$ cat src/hdl/bpq_pkg.sv
`timescale 1ns / 1ps
// ----------------------------------------------------------------------------
// bpq_pkg: shared definitions for the bounded priority queue
// Entry layout, control bundle for the cell row, status and operation codes.
// ----------------------------------------------------------------------------
package bpq_pkg;

    // Number of cells in the row (queue capacity).
    localparam int DEPTH = 16;

    // Width of the entry counter; it must hold DEPTH itself.
    localparam int CNT_W = $clog2(DEPTH + 1);

    // Fixed field widths of the item and result ports.
    localparam int ID_W   = 32;
    localparam int PRIO_W = 4;
    localparam int STAT_W = 2;
    localparam int OCC_W  = 5;

    // Legal priority range; higher values are served first.
    localparam logic [PRIO_W-1:0] PRIO_MIN = PRIO_W'(1);
    localparam logic [PRIO_W-1:0] PRIO_MAX = PRIO_W'(10);

    // Operation codes.
    localparam logic OP_ENQ = 1'b0;
    localparam logic OP_DEQ = 1'b1;

    // Result status codes.
    typedef enum logic [STAT_W-1:0] {
        ST_OK    = 2'd0,
        ST_EMPTY = 2'd1,
        ST_RANGE = 2'd2,
        ST_FULL  = 2'd3
    } status_t;

    // One queue entry as held by a cell.
    typedef struct packed {
        logic signed [ID_W-1:0] id;
        logic [PRIO_W-1:0]      prio;
    } entry_t;

    // Control broadcast from the top level to every cell.
    typedef struct packed {
        logic   enq_en;
        logic   deq_en;
        entry_t new_entry;
    } cell_ctrl_t;

endpackage

$ cat src/hdl/bpq_cell.sv
`timescale 1ns / 1ps
// ----------------------------------------------------------------------------
// bpq_cell: one slot of the sorted queue
// Holds one entry. On an insert it keeps its entry, takes the new entry or
// takes its left neighbor's entry; on a removal it takes its right neighbor's.
// ----------------------------------------------------------------------------
module bpq_cell (
    input  logic                clk,
    input  bpq_pkg::cell_ctrl_t ctrl,
    input  logic                valid,
    input  logic                left_keep,
    input  bpq_pkg::entry_t     left_entry,
    input  bpq_pkg::entry_t     right_entry,
    output bpq_pkg::entry_t     entry,
    output logic                keep
);

    bpq_pkg::entry_t entry_reg;
    bpq_pkg::entry_t entry_next;

    // The entry stays in place when it outranks or ties the incoming one.
    assign keep  = valid && (entry_reg.prio >= ctrl.new_entry.prio);
    assign entry = entry_reg;

    // Select the next content of this slot.
    always_comb
    begin
        entry_next = entry_reg;
        if (ctrl.deq_en)
        begin
            entry_next = right_entry;
        end
        else if (ctrl.enq_en && !keep)
        begin
            if (left_keep)
            begin
                entry_next = ctrl.new_entry;
            end
            else
            begin
                entry_next = left_entry;
            end
        end
    end

    // Payload register, no reset needed.
    always_ff @(posedge clk)
    begin
        entry_reg <= entry_next;
    end

endmodule

$ cat src/hdl/bounded_priority_queue.sv
`timescale 1ns / 1ps
// ----------------------------------------------------------------------------
// bounded_priority_queue: sorted scheduler queue on a row of cells
// Enqueue and dequeue of prioritized process ids, highest priority first,
// arrival order among equal priorities.
// ----------------------------------------------------------------------------
// The edge that accepts an item raises busy; in the following cycle every
// cell of the row decides its new content in parallel from its own entry and
// its neighbors, and the status and the removed id are formed from the entry
// counter and the front cell. At the end of that cycle the row updates and the
// result is registered; done then marks the result for exactly one cycle, and
// since busy is already low in that cycle the next item can be accepted
// alongside it. The receiver cannot stall the result, so it must take it in
// the cycle that done is high.
// Entries are not cleared at reset; the counter alone tells which cells hold
// entries.
// ----------------------------------------------------------------------------
module bounded_priority_queue (
    input  logic                                clk,
    input  logic                                rst_n,
    input  logic                                start,
    output logic                                busy,
    input  logic                                operation,
    input  logic signed [bpq_pkg::ID_W-1:0]     process_id,
    input  logic [bpq_pkg::PRIO_W-1:0]          priority_req,
    output logic                                done,
    output logic signed [bpq_pkg::ID_W-1:0]     result_id,
    output logic [bpq_pkg::STAT_W-1:0]          status,
    output logic [bpq_pkg::OCC_W-1:0]           occupancy
);

    localparam int WIDE_W = (bpq_pkg::CNT_W > bpq_pkg::OCC_W) ?
                            bpq_pkg::CNT_W : bpq_pkg::OCC_W;

    // Control registers.
    logic                        busy_reg;
    logic                        busy_next;
    logic                        done_reg;
    logic                        done_next;
    logic [bpq_pkg::CNT_W-1:0]   count_reg;
    logic [bpq_pkg::CNT_W-1:0]   count_next;

    // Captured item.
    logic                        op_reg;
    bpq_pkg::entry_t             item_reg;

    // Result registers.
    logic signed [bpq_pkg::ID_W-1:0] rid_reg;
    logic signed [bpq_pkg::ID_W-1:0] rid_next;
    bpq_pkg::status_t            stat_reg;
    bpq_pkg::status_t            stat_next;

    // Row signals.
    bpq_pkg::cell_ctrl_t         ctrl;
    logic                        enq_en;
    logic                        deq_en;
    logic                        prio_ok;
    logic                        is_empty;
    logic                        is_full;
    logic                        accept;
    logic [WIDE_W-1:0]           count_wide;
    bpq_pkg::entry_t             cell_entry [bpq_pkg::DEPTH];
    logic [bpq_pkg::DEPTH-1:0]   cell_keep;
    logic [bpq_pkg::DEPTH-1:0]   cell_valid;

    assign accept = start && !busy_reg;

    // Capture the item on acceptance.
    always_ff @(posedge clk)
    begin
        if (accept)
        begin
            op_reg        <= operation;
            item_reg.id   <= process_id;
            item_reg.prio <= priority_req;
        end
    end

    // Decode the captured item against the current fill level.
    assign prio_ok  = (item_reg.prio >= bpq_pkg::PRIO_MIN) &&
                      (item_reg.prio <= bpq_pkg::PRIO_MAX);
    assign is_empty = (count_reg == '0);
    assign is_full  = (count_reg == bpq_pkg::CNT_W'(bpq_pkg::DEPTH));

    always_comb
    begin
        enq_en     = 1'b0;
        deq_en     = 1'b0;
        stat_next  = bpq_pkg::ST_OK;
        rid_next   = '0;
        count_next = count_reg;
        if (busy_reg)
        begin
            if (op_reg == bpq_pkg::OP_DEQ)
            begin
                if (is_empty)
                begin
                    stat_next = bpq_pkg::ST_EMPTY;
                end
                else
                begin
                    deq_en     = 1'b1;
                    rid_next   = cell_entry[0].id;
                    count_next = count_reg - bpq_pkg::CNT_W'(1);
                end
            end
            else if (!prio_ok)
            begin
                stat_next = bpq_pkg::ST_RANGE;
            end
            else if (is_full)
            begin
                stat_next = bpq_pkg::ST_FULL;
            end
            else
            begin
                enq_en     = 1'b1;
                count_next = count_reg + bpq_pkg::CNT_W'(1);
            end
        end
    end

    // Handshake sequencing: busy registers the acceptance, then done registers busy as the strobe.
    assign busy_next = accept;
    assign done_next = busy_reg;

    always_ff @(posedge clk or negedge rst_n)
    begin
        if (!rst_n)
        begin
            busy_reg  <= 1'b0;
            done_reg  <= 1'b0;
            count_reg <= '0;
        end
        else
        begin
            busy_reg  <= busy_next;
            done_reg  <= done_next;
            count_reg <= count_next;
        end
    end

    // Result payload registers.
    always_ff @(posedge clk)
    begin
        if (busy_reg)
        begin
            rid_reg  <= rid_next;
            stat_reg <= stat_next;
        end
    end

    // Broadcast control to the row.
    assign ctrl.enq_en    = enq_en;
    assign ctrl.deq_en    = deq_en;
    assign ctrl.new_entry = item_reg;

    // Row of cells; cell 0 is the front of the queue.
    for (genvar i = 0; i < bpq_pkg::DEPTH; i++)
    begin : g_cell
        assign cell_valid[i] = (bpq_pkg::CNT_W'(i) < count_reg);

        if (i == 0)
        begin : g_first
            bpq_cell u_cell (
                .clk         (clk),
                .ctrl        (ctrl),
                .valid       (cell_valid[i]),
                .left_keep   (1'b1),
                .left_entry  (item_reg),
                .right_entry (cell_entry[i+1]),
                .entry       (cell_entry[i]),
                .keep        (cell_keep[i])
            );
        end
        else if (i == bpq_pkg::DEPTH - 1)
        begin : g_last
            bpq_cell u_cell (
                .clk         (clk),
                .ctrl        (ctrl),
                .valid       (cell_valid[i]),
                .left_keep   (cell_keep[i-1]),
                .left_entry  (cell_entry[i-1]),
                .right_entry ('0),
                .entry       (cell_entry[i]),
                .keep        (cell_keep[i])
            );
        end
        else
        begin : g_mid
            bpq_cell u_cell (
                .clk         (clk),
                .ctrl        (ctrl),
                .valid       (cell_valid[i]),
                .left_keep   (cell_keep[i-1]),
                .left_entry  (cell_entry[i-1]),
                .right_entry (cell_entry[i+1]),
                .entry       (cell_entry[i]),
                .keep        (cell_keep[i])
            );
        end
    end

    // Outputs.
    assign count_wide = WIDE_W'(count_reg);
    assign busy       = busy_reg;
    assign done       = done_reg;
    assign result_id  = rid_reg;
    assign status     = stat_reg;
    assign occupancy  = count_wide[bpq_pkg::OCC_W-1:0];

    // Checks.
    a_no_overlap: assert property (@(posedge clk) disable iff (!rst_n)
        !(busy_reg && done_reg))
        else $error("work cycle and result strobe overlap");

    a_count_bound: assert property (@(posedge clk) disable iff (!rst_n)
        count_reg <= bpq_pkg::CNT_W'(bpq_pkg::DEPTH))
        else $error("entry count exceeds capacity");

    a_count_idle: assert property (@(posedge clk) disable iff (!rst_n)
        !busy_reg |=> $stable(count_reg))
        else $error("entry count changed without an item");

    a_ok_moves_count: assert property (@(posedge clk) disable iff (!rst_n)
        (busy_reg && (stat_next == bpq_pkg::ST_OK)) |=> (count_reg != $past(count_reg)))
        else $error("successful item left the entry count unchanged");

endmodule
$ cat config.mk
export PLATFORM = sky130hd
export DESIGN_NAME = bounded_priority_queue
export DESIGN_NICKNAME = d
export VERILOG_FILES = /design/src/hdl/bpq_pkg.sv /design/src/hdl/bpq_cell.sv /design/src/hdl/bounded_priority_queue.sv
export SDC_FILE = /design/constraint.sdc
export NUM_CORES = 1
export LEC_CHECK = 0
export BUFFER_PORTS_ARGS = -buffer_cell sky130_fd_sc_hd__buf_4
export CAP_MARGIN = 5
export CORE_ASPECT_RATIO = 0.9
export CORE_UTILIZATION = 50
export CTS_CLUSTER_DIAMETER = 50
export DETAILED_ROUTE_END_ITERATION = 6
export HOLD_SLACK_MARGIN = 0.03
export PLACE_DENSITY = 0.65
export SLEW_MARGIN = 15
export SYNTH_ARGS = -nofsm -noshare
export SYNTH_HDL_FRONTEND = slang
export SYNTH_SLANG_ARGS = --single-unit
$ cat constraint.sdc
create_clock -name clk -period 10.18 [get_ports clk]
set_input_delay 1.018 -clock clk [delete_from_list [all_inputs] [get_ports clk]]
set_output_delay 1.018 -clock clk [all_outputs]
set_load 0.01 [all_outputs]
# Word level (Yosys, flattened, before mapping)
# Index checks and enable logic that the tools add are counted.
# word_totals
ff_bits,654
inputBits,40
elab_cells,210
out_inout_bits,41
# classes
bitwise_logic,1
eq_ne,3
order_cmp,34
addsub,2
muxes,60
reduce_logical,70
# ops
operator,count
two-way mux 36 bit,45
greater-or-equal comparator 4 bit,16
"< comparator 4 x 5 -> 1 bit, first input constant",8
logical AND 1 bit,34
nonzero test 2 bit,16
"< comparator 3 x 5 -> 1 bit, first input constant",4
two-way mux 5 bit,4
logical NOT 1 bit,17
"< comparator 1 x 5 -> 1 bit, first input constant",2
"< comparator 2 x 5 -> 1 bit, first input constant",2
two-way mux 1 bit,8
two-way mux 2 bit,3
"adder 5 x 1 -> 5 bit, second input constant",1
"equality test 5 bit, second input constant",1
logical NOT 5 bit,1
"subtractor 5 x 1 -> 5 bit, second input constant",1
"greater-or-equal comparator 4 x 1 -> 1 bit, second input constant",1
"<= comparator 4 bit, second input constant",1
"!= test 2 bit, second input constant",2
AND reduction 4 bit,1
OR reduction 2 bit,1
inverter 1 bit,1

# Longest topological paths before layout
# Gate-level depths: netlist (run 1).
# logic_depth
ltp_word,8
ltp_mapped,11
depth_no_buf,7

# Hierarchy
# From an unflattened synthesis (run 1), not the netlist that was laid out.
# unflattened
cells_unflattened,2904
area_unflattened_um2,34315.4
# modules_own_cells
module,area_per_inst_um2,seq_area_each_um2,cells_per_inst,n_inst
bpq_cell,1958.1,1081.0,170,16
bounded_priority_queue,2985.4,2307.2,184,1

# Least setup slack after synthesis (run 1)
# OpenSTA, ideal clock, no wires.
# synth_timing
path_type,register to register
start,register item_reg (netlist bit ctrl[0])
end,"register g_cell[8].g_mid.u_cell.entry_reg (netlist bit g_cell[8].g_mid.u_cell.entry[0]), enable pin"
arrival_ns,4.841
synth_period_minus_slack_ns,5.321
path_buffers,1
required_time_ns,9.700
setup_slack_ns,4.859
path_stages_with_launch,8
setup_ns,0.480
cell_sequence,edfxtp_1 > ha_1 > nand2b_1 > a21o_1 > a211oi_1 > clkbuf_1 > nor2_1 > o21ai_0
# synth_between
elab_chain_cells,7
elab_cells_between_ends,11
classes_between,3 x order compare; 3 x mux; 5 x reduce/logical
# synth_lines
item,line,source
"start, declared",bounded_priority_queue.sv:45,bpq_pkg::entry_t item_reg;
greater-or-equal comparator 4 x 1 -> 1 bit or <= comparator 4 bit (tied branches),"bounded_priority_queue.sv:80, bounded_priority_queue.sv:81",
logical AND 1 bit,bounded_priority_queue.sv:80,assign prio_ok = (item_reg.prio >= bpq_pkg::PRIO_MIN) &&
two-way mux 1 bit,bounded_priority_queue.sv:107,else if (!prio_ok)
two-way mux 1 bit,bounded_priority_queue.sv:94,if (op_reg == bpq_pkg::OP_DEQ)
two-way mux 1 bit,bounded_priority_queue.sv:92,if (busy_reg)
logical AND 1 bit *,bpq_cell.sv:33,else if (ctrl.enq_en && !keep)
nonzero test 2 bit (no source line) *,n/a,
"end signal, assigned",bpq_cell.sv:49,entry_reg <= entry_next;
"end, declared",bpq_cell.sv:18,bpq_pkg::entry_t entry_reg;
# Mark *: on every way between the ends. The rest lies on a longest branch, timed or not.
# A chain may end at the register's enable or synchronous reset.

==> impl_metrics.yaml, run 1 <==
global_routing:
  grt_usage: 0.2945
  first_global_vias: 30860
  grt_pass1_wl_um: 168700
  antenna_found_initial: 0
  grt-ovfl-total: 0
  grt_max_degree: 232
cts:
  cts-root-buf: "clkbuf_16"
  post_cts_buffers: 0
  cts_made_buffers: 74
  cts.sinks: 654
  tritoncts: "built"
  cts-hold-fix-buffers: 0
  clk_latency_ns: 0.63
  cts.clk_slew.worst_paths_ns: 0.06
  htree_levels: 3
  cts-resized-gates: 0
  cts_buffer_depth: 3
floorplanning:
  start_util: 0.5082
  fp.dieW_um: 281.2
  io_pins: 81
  coreArea_um2: 69000
  dieArea_um2: 71200
  fp-row-count: 91
  die_h_um: 253.2
layout:
  fillers: 6039
  fin_nets: 3581
  antenna_cells: 0
  drive_gt1_frac: 0.1002
  largest_reg_flops: 504
  final_cells: 4463
  syn2layout_area_growth_pct: 11.09
synth:
  syn_area_um2: 35070
  yosys_most_used_dff: "edfxtp_1"
  syn_inst: 3608
  synth_warnings: 0
  ys_ff_latch: 654
  syn_nets: 3716
  async_flop_share: 0.01070
  avgSynthCellArea_um2: 9.719
  yosysUniqueCellTypes: 50
  synth-edff-count: 611
  yosysSeqAreaShare: 0.5488
sta:
  rsz0062_at_grt: "no"
  fin_crit_ns: 4.404
  fin_crit_sh: 0.4326
  final_max_slew_viol_count: 0
  fin_tns_setup_ns: 0
  worst_slew_pin_slew_ns: 1.116
  setup_viol: 0
  clock_skew_ns: 0.02274
  setup_slack_ns: 5.776
  max_freq_ghz: 0.2271
  slew_headroom: 0.2561
  final-hold-violation-count: 0
power_and_ir_drop:
  internal-power_mw: 6.542
  leakage_nw: 13.44
  p_comb_frac: 0.351
  power_switching_mw: 4.012
  total_power_mw: 10.55
  p_per_area_nw_per_um2: 270.9
  p_clk_frac: 0.255
  p_seq_frac: 0.394
  swShare: 0.3802
  peakVddDrop_mv: 0.1680
drt:
  drt_wl_total_um: 107400
  ant_nets: 0
  vias_per_cell: 6.827
  remaining_drc_errors: 0
  drt_pass1_iterations: 6
  vias: 30470
  drt_iter0_markers: 3544
  wl_per_cell_um: 24.07
worst_setup_path:
  cp_max_fo: 225
  worstSetupPathType: "flop to flop"
  r2r_end: "g_cell[12].g_mid.u_cell.entry[0]$_DFFE_PP_"
  reg2reg_slack_ns: 5.78
  arrival_ns: 4.79
  required_ns: 10.56
  critPathCaptureType: "flop"
  rr_worst_depth: 10
  worstSetupStartpointType: "flop"
  r2r_start: "occupancy[1]$_DFFE_PN0P_"
placed_design:
  dp_slack_ns: 5.666
  io_buffers: 80
  gp_congestion: 0.8323
  hpwl_um: 69730
  dpl.cell_count: 4317
flow_run:
  cap_violations: 0
outcome:
  status: "complete, no violations"
hold_path:
  hold_class: "primary input to asynchronous set/reset pin"
## worst max-delay path by stage
| stage | start | end | slack (ns) | depth (start not counted) |
|---|---|---|---|---|
| after floorplan | ctrl[0]$_DFFE_PP_ | g_cell[8].g_mid.u_cell.entry[0]$_DFFE_PP_ | 4.86 | 7 |
| after global placement | occupancy[0]$_DFFE_PN0P_ | g_cell[12].g_mid.u_cell.entry[0]$_DFFE_PP_ | 5.71 | 9 |
| after detailed placement | occupancy[0]$_DFFE_PN0P_ | g_cell[12].g_mid.u_cell.entry[0]$_DFFE_PP_ | 5.67 | 9 |
| after CTS | occupancy[0]$_DFFE_PN0P_ | g_cell[12].g_mid.u_cell.entry[0]$_DFFE_PP_ | 5.65 | 9 |
| after global routing | occupancy[0]$_DFFE_PN0P_ | g_cell[12].g_mid.u_cell.entry[0]$_DFFE_PP_ | 5.55 | 10 |
| final | occupancy[1]$_DFFE_PN0P_ | g_cell[12].g_mid.u_cell.entry[0]$_DFFE_PP_ | 5.78 | 10 |
## cells by family (layout without fill, tap and decap cells)
group,after synthesis,in the layout,share of synthesized area
adders and majority gates,68,68,0.02426
DFF,654,654,0.5488
buffers and inverters,422,347,0.05052
AOI/OAI and AO/OA,1693,1693,0.2810
xor gates and xnor gates,5,5,0.001249
muxes,1,1,0.0002855
and+or+nand+nor,765,765,0.09395
## power groups by stage
stage | logic, mW | registers [mW] | clock network [mW]
floorplan | 2.53 | 4.09 | 0
global placement | 3.40 | 4.20 | 0
detailed placement | 3.55 | 4.21 | 0
CTS | 3.57 | 4.16 | 2.71
global route | 4.04 | 4.21 | 2.81
finish | 3.71 | 4.16 | 2.69
## Yosys cell counts (2+ instances only)
library cell,instances,area (µm²)
a31oi_1,471,2947
xnor2_1,4,35.03
ha_1,68,850.8
a21o_1,50,375.4
a221o_1,72,720.7
nor3b_1,36,270.3
or3_1,2,12.51
nor2_1,471,1768
edfxtp_1,611,18350
dfxtp_1,36,720.7
o21ai_0,520,2603
a211oi_2,3,37.54
nor3_1,3,15.01
nand2_1,126,473.0
a211o_1,10,87.58
buf_6,7,78.83
nand2b_1,14,87.58
a22oi_1,11,82.58
nand3_1,37,185.2
inv_1,23,86.33
o21ai_1,22,110.1
a21oi_1,471,2357
buf_2,104,520.5
nor2b_1,3,18.77
clkbuf_1,245,919.6
o21a_1,15,112.6
a211oi_1,9,67.56
dfrtp_1,7,175.2
buf_1,39,146.4
and2_1,68,425.4
a311oi_1,31,271.5
## metrics by stage
stage / instance area, µm² / hold slack [ns] / util
after floorplan: 35070 / 0.4764 / -
after global placement: 36260 / 0.4944 / 0.5255
after detailed placement: 36310 / 0.4972 / 0.5263
after CTS: 38710 / 0.1851 / 0.5611
after global routing: 38950 / 0.1855 / 0.5646
final: 38950 / 0.2021 / 0.5646
## metal layers
layer	global-route usage	vias up	wire length, µm
li1	-	13450	-
met4	0.1205	0	4016
met5	0	-	0
met2	0.4927	1560	52450
met3	0.03598	263	7608
met1	0.3877	15200	43350
## worst max-delay path: stages (launching register included)
cell	delay (ns)
dfrtp_1	0.51
inv_1	0.17
ha_1	0.22
or3b_1	0.25
o21a_1	0.15
and2_4	0.40
buf_16	0.31
buf_12	0.67
buf_12	0.85
a211oi_1	0.09
a221o_1	0.30
## cell type report
type	instances	area (µm²)	area share
Multi-Input combinational cell	2532	14410	0.3699
Timing Repair Buffer	186	1644	0.04220
Sequential cell	654	19240	0.4940
Clock inverter	43	425.4	0.01092
Tap cell	930	1164	0.02987
Clock buffer	93	1974	0.05068
Inverter	25	93.84	0.002409
## cell usage in the layout, fill, tap and decap left out, drive strengths merged, types with 2 or more instances in the layout
cell and n:
nand3 37, a21o 50, o21a 15, ha 68, inv 32, nand2 126
nor3b 36, a211o 10, buf 186, a22oi 11, a31oi 471, edfxtp 611
nand2b 14, clkinvlp 3, clkbuf 93, nor3 3, clkinv 27, xnor2 4
or3 2, dfxtp 36, nor2b 3, o21ai 542, o211ai 2, a221o 72
a311oi 31, a211oi 12, and2 68, bufinv 6, nor2 471, dfrtp 7
a21oi 471
Note: power is estimated with default switching activity, not from simulation.
==> run 2, diff against run 1 <==
clock period = 4.3 ns   (was 10.18 ns; I/O delays follow)
==> run 2 against run 1 <==
The run now ends with design-rule violations left. Combinational power increased by 130%. Worst hold slack worse by 0.041 ns. Clock skew grew 0.0012 ns. Power rose by 140%. Sequential power rose by 140%. Die area unchanged. Via count shrank 0.55%. Sequential share of layout area shrank 0.52 points. Critical endpoint is now g_cell[1].g_mid.u_cell.entry[21]$_DFFE_PP_.
==> impl_metrics.yaml, run 2 (same netlist as run 1, synthesis figures left out) <==
global_routing:
  grt-ovfl-total: 0
  grtUsageMet1: 0.3840
  antenna_found_initial: 0
  met3_usage: 0.03728
  grt_max_degree: 255
  grt_pass1_wl_um: 167600
  grt_busiest_layer: "met2"
  first_global_vias: 30680
  globalRouteMet2Util: 0.4903
  grt_usage: 0.2940
floorplanning:
  fp-row-count: 91
  coreArea_um2: 69000
  dieArea_um2: 71200
  die_h_um: 253.2
  fp.dieW_um: 281.2
  io_pins: 81
  start_util: 0.5082
power_and_ir_drop:
  p_per_area_nw_per_um2: 637.2
  leakage_nw: 13.62
  total_power_mw: 25.09
  peakVddDrop_mv: 0.4160
drt:
  vias_per_cell: 6.719
  drt_wl_total_um: 106200
  vias: 30300
  drt_pass1_iterations: 7
  ant_nets: 0
  drt_iter0_markers: 3592
  wl_per_cell_um: 23.55
  remaining_drc_errors: 1
placed_design:
  gp_congestion: 0.8605
  io_buffers: 80
  dpl-instance-area_um2: 36330
  hpwl_um: 71620
  dpl.cell_count: 4323
  dp_slack_ns: 0.9630
cts:
  htree_levels: 3
  cts-root-buf: "clkbuf_16"
  cts.sinks: 654
  cts_buffer_depth: 3
  cts-resized-gates: 0
  clk_latency_ns: 0.64
  cts.clk_slew.worst_paths_ns: 0.06
  cts_made_buffers: 78
  tritoncts: "built"
layout:
  layout_commonest_cell: "edfxtp_1"
  post-route-util: 0.5706
  antenna_cells: 0
  fin_nets: 3625
  final_cells: 4510
  syn2layout_area_growth_pct: 12.28
  drive_gt1_frac: 0.09804
  layout_common_cells: "edfxtp_1, o21ai_0, a31oi_1, a21oi_1, nor2_1"
  final_area_um2: 39370
  largest_reg_flops: 504
sta:
  max_freq_ghz: 0.2877
  setup_slack_ns: 0.8240
  slew_headroom: 0.1187
  whs_ns: 0.1607
  final_max_slew_viol_count: 0
  fin_tns_setup_ns: 0
  clock_skew_ns: 0.02398
  final-hold-violation-count: 0
  worst_slew_pin_slew_ns: 1.322
  fin_crit_ns: 3.476
  rsz0062_at_grt: "no"
  setup_viol: 0
  fin_crit_sh: 0.8084
worst_setup_path:
  crit_chain: "inv_1, ha_1, or3b_1, o21a_1, and2_4, buf_12, a31oi_1, a21oi_1"
  worstSetupStartpointType: "flop"
  reg2reg_slack_ns: 0.82
  max_stage_delay_ns: 0.69
  critPathCaptureType: "flop"
  worstSetupPathType: "flop to flop"
  critPathSlowestCell: "buf_12"
  required_ns: 4.77
  cp_max_fo: 254
  arrival_ns: 3.95
hold_path:
  hold_class: "primary input to asynchronous set/reset pin"
outcome:
  status: "finished with violations"
  violations: "design-rule violations"
flow_run:
  cap_violations: 0
==> run 2: changes by cell type in the layout (fill, tap and decap cells not counted), moves of 2 or more <==
cell           before  now
a211o_1             7   10
a211o_2             3    0
buf_16              7    2
buf_4             170  177
bufinv_16           6    4
clkbuf_1           15   21
clkbuf_16          75   80
clkbuf_8            3    5
clkinv_2           12    6
clkinvlp_4          3    5
dlygate4sd3_1       0   38
inv_16              0    2
==> run 2: per-layer routing <==
metal | vias to the layer above | part of all wire
li1 | 13520 | -
met1 | 15020 | 0.41
met2 | 1514 | 0.49
met3 | 247 | 0.068
met4 | 0 | 0.039
met5 | - | 0
==> run 2: final timing paths <==
path / cells after the start / to / startpoint
setup / recovery: 8 / g_cell[1].g_mid.u_cell.entry[21]$_DFFE_PP_ / occupancy[1]$_DFFE_PN0P_
hold / removal: 2 / occupancy[2]$_DFFE_PN0P_ / rst_n
setup reg to reg: 8 / g_cell[1].g_mid.u_cell.entry[21]$_DFFE_PP_ / occupancy[1]$_DFFE_PN0P_
hold reg to reg: 2 / g_cell[15].g_last.u_cell.entry[9]$_SDFFE_PP0P_ / g_cell[15].g_last.u_cell.entry[9]$_SDFFE_PP0P_
max in group asynchronous: 2 / busy$_DFF_PN0_ / rst_n
min in group clk: 3 / busy$_DFF_PN0_ / start
==> run 2: area by class of cell <==
cell class / count / area, µm²
Sequential cell: 654 / 19240
Fill cell: 5857 / 29630
Tap cell: 930 / 1164
Multi-Input combinational cell: 2532 / 14400
Timing Repair Buffer: 226 / 1944
Inverter: 25 / 93.84
Clock buffer: 106 / 2150
Clock inverter: 37 / 372.9
==> run 2: power by group <==
| group | internal (mW) | total, mW | switching (mW) | leakage [nW] |
|---|---|---|---|---|
| Combinational | 2.80 | 8.60 | 5.80 | 6.29 |
| Clock | 3.79 | 6.58 | 2.79 | 1.21 |
| Sequential | 9.04 | 9.92 | 0.873 | 6.12 |
==> run 2: critical path: cells and delay by family, from the launching register on <==
| family | cells | cell delay (ns) |
|---|---|---|
| buffers and inverters | 2 | 0.85 |
| AOI/OAI and AO/OA | 3 | 0.56 |
| DFF | 1 | 0.51 |
| adders and majority gates | 1 | 0.22 |
| and+or+nand+nor | 2 | 0.77 |
==> run 2: timing repair <==
item,4_1_cts,5_1_grt
setup buffers,0,0
endpoints found under the hold margin,44,0
hold buffers,38,0
setup endpoints to repair,0,0
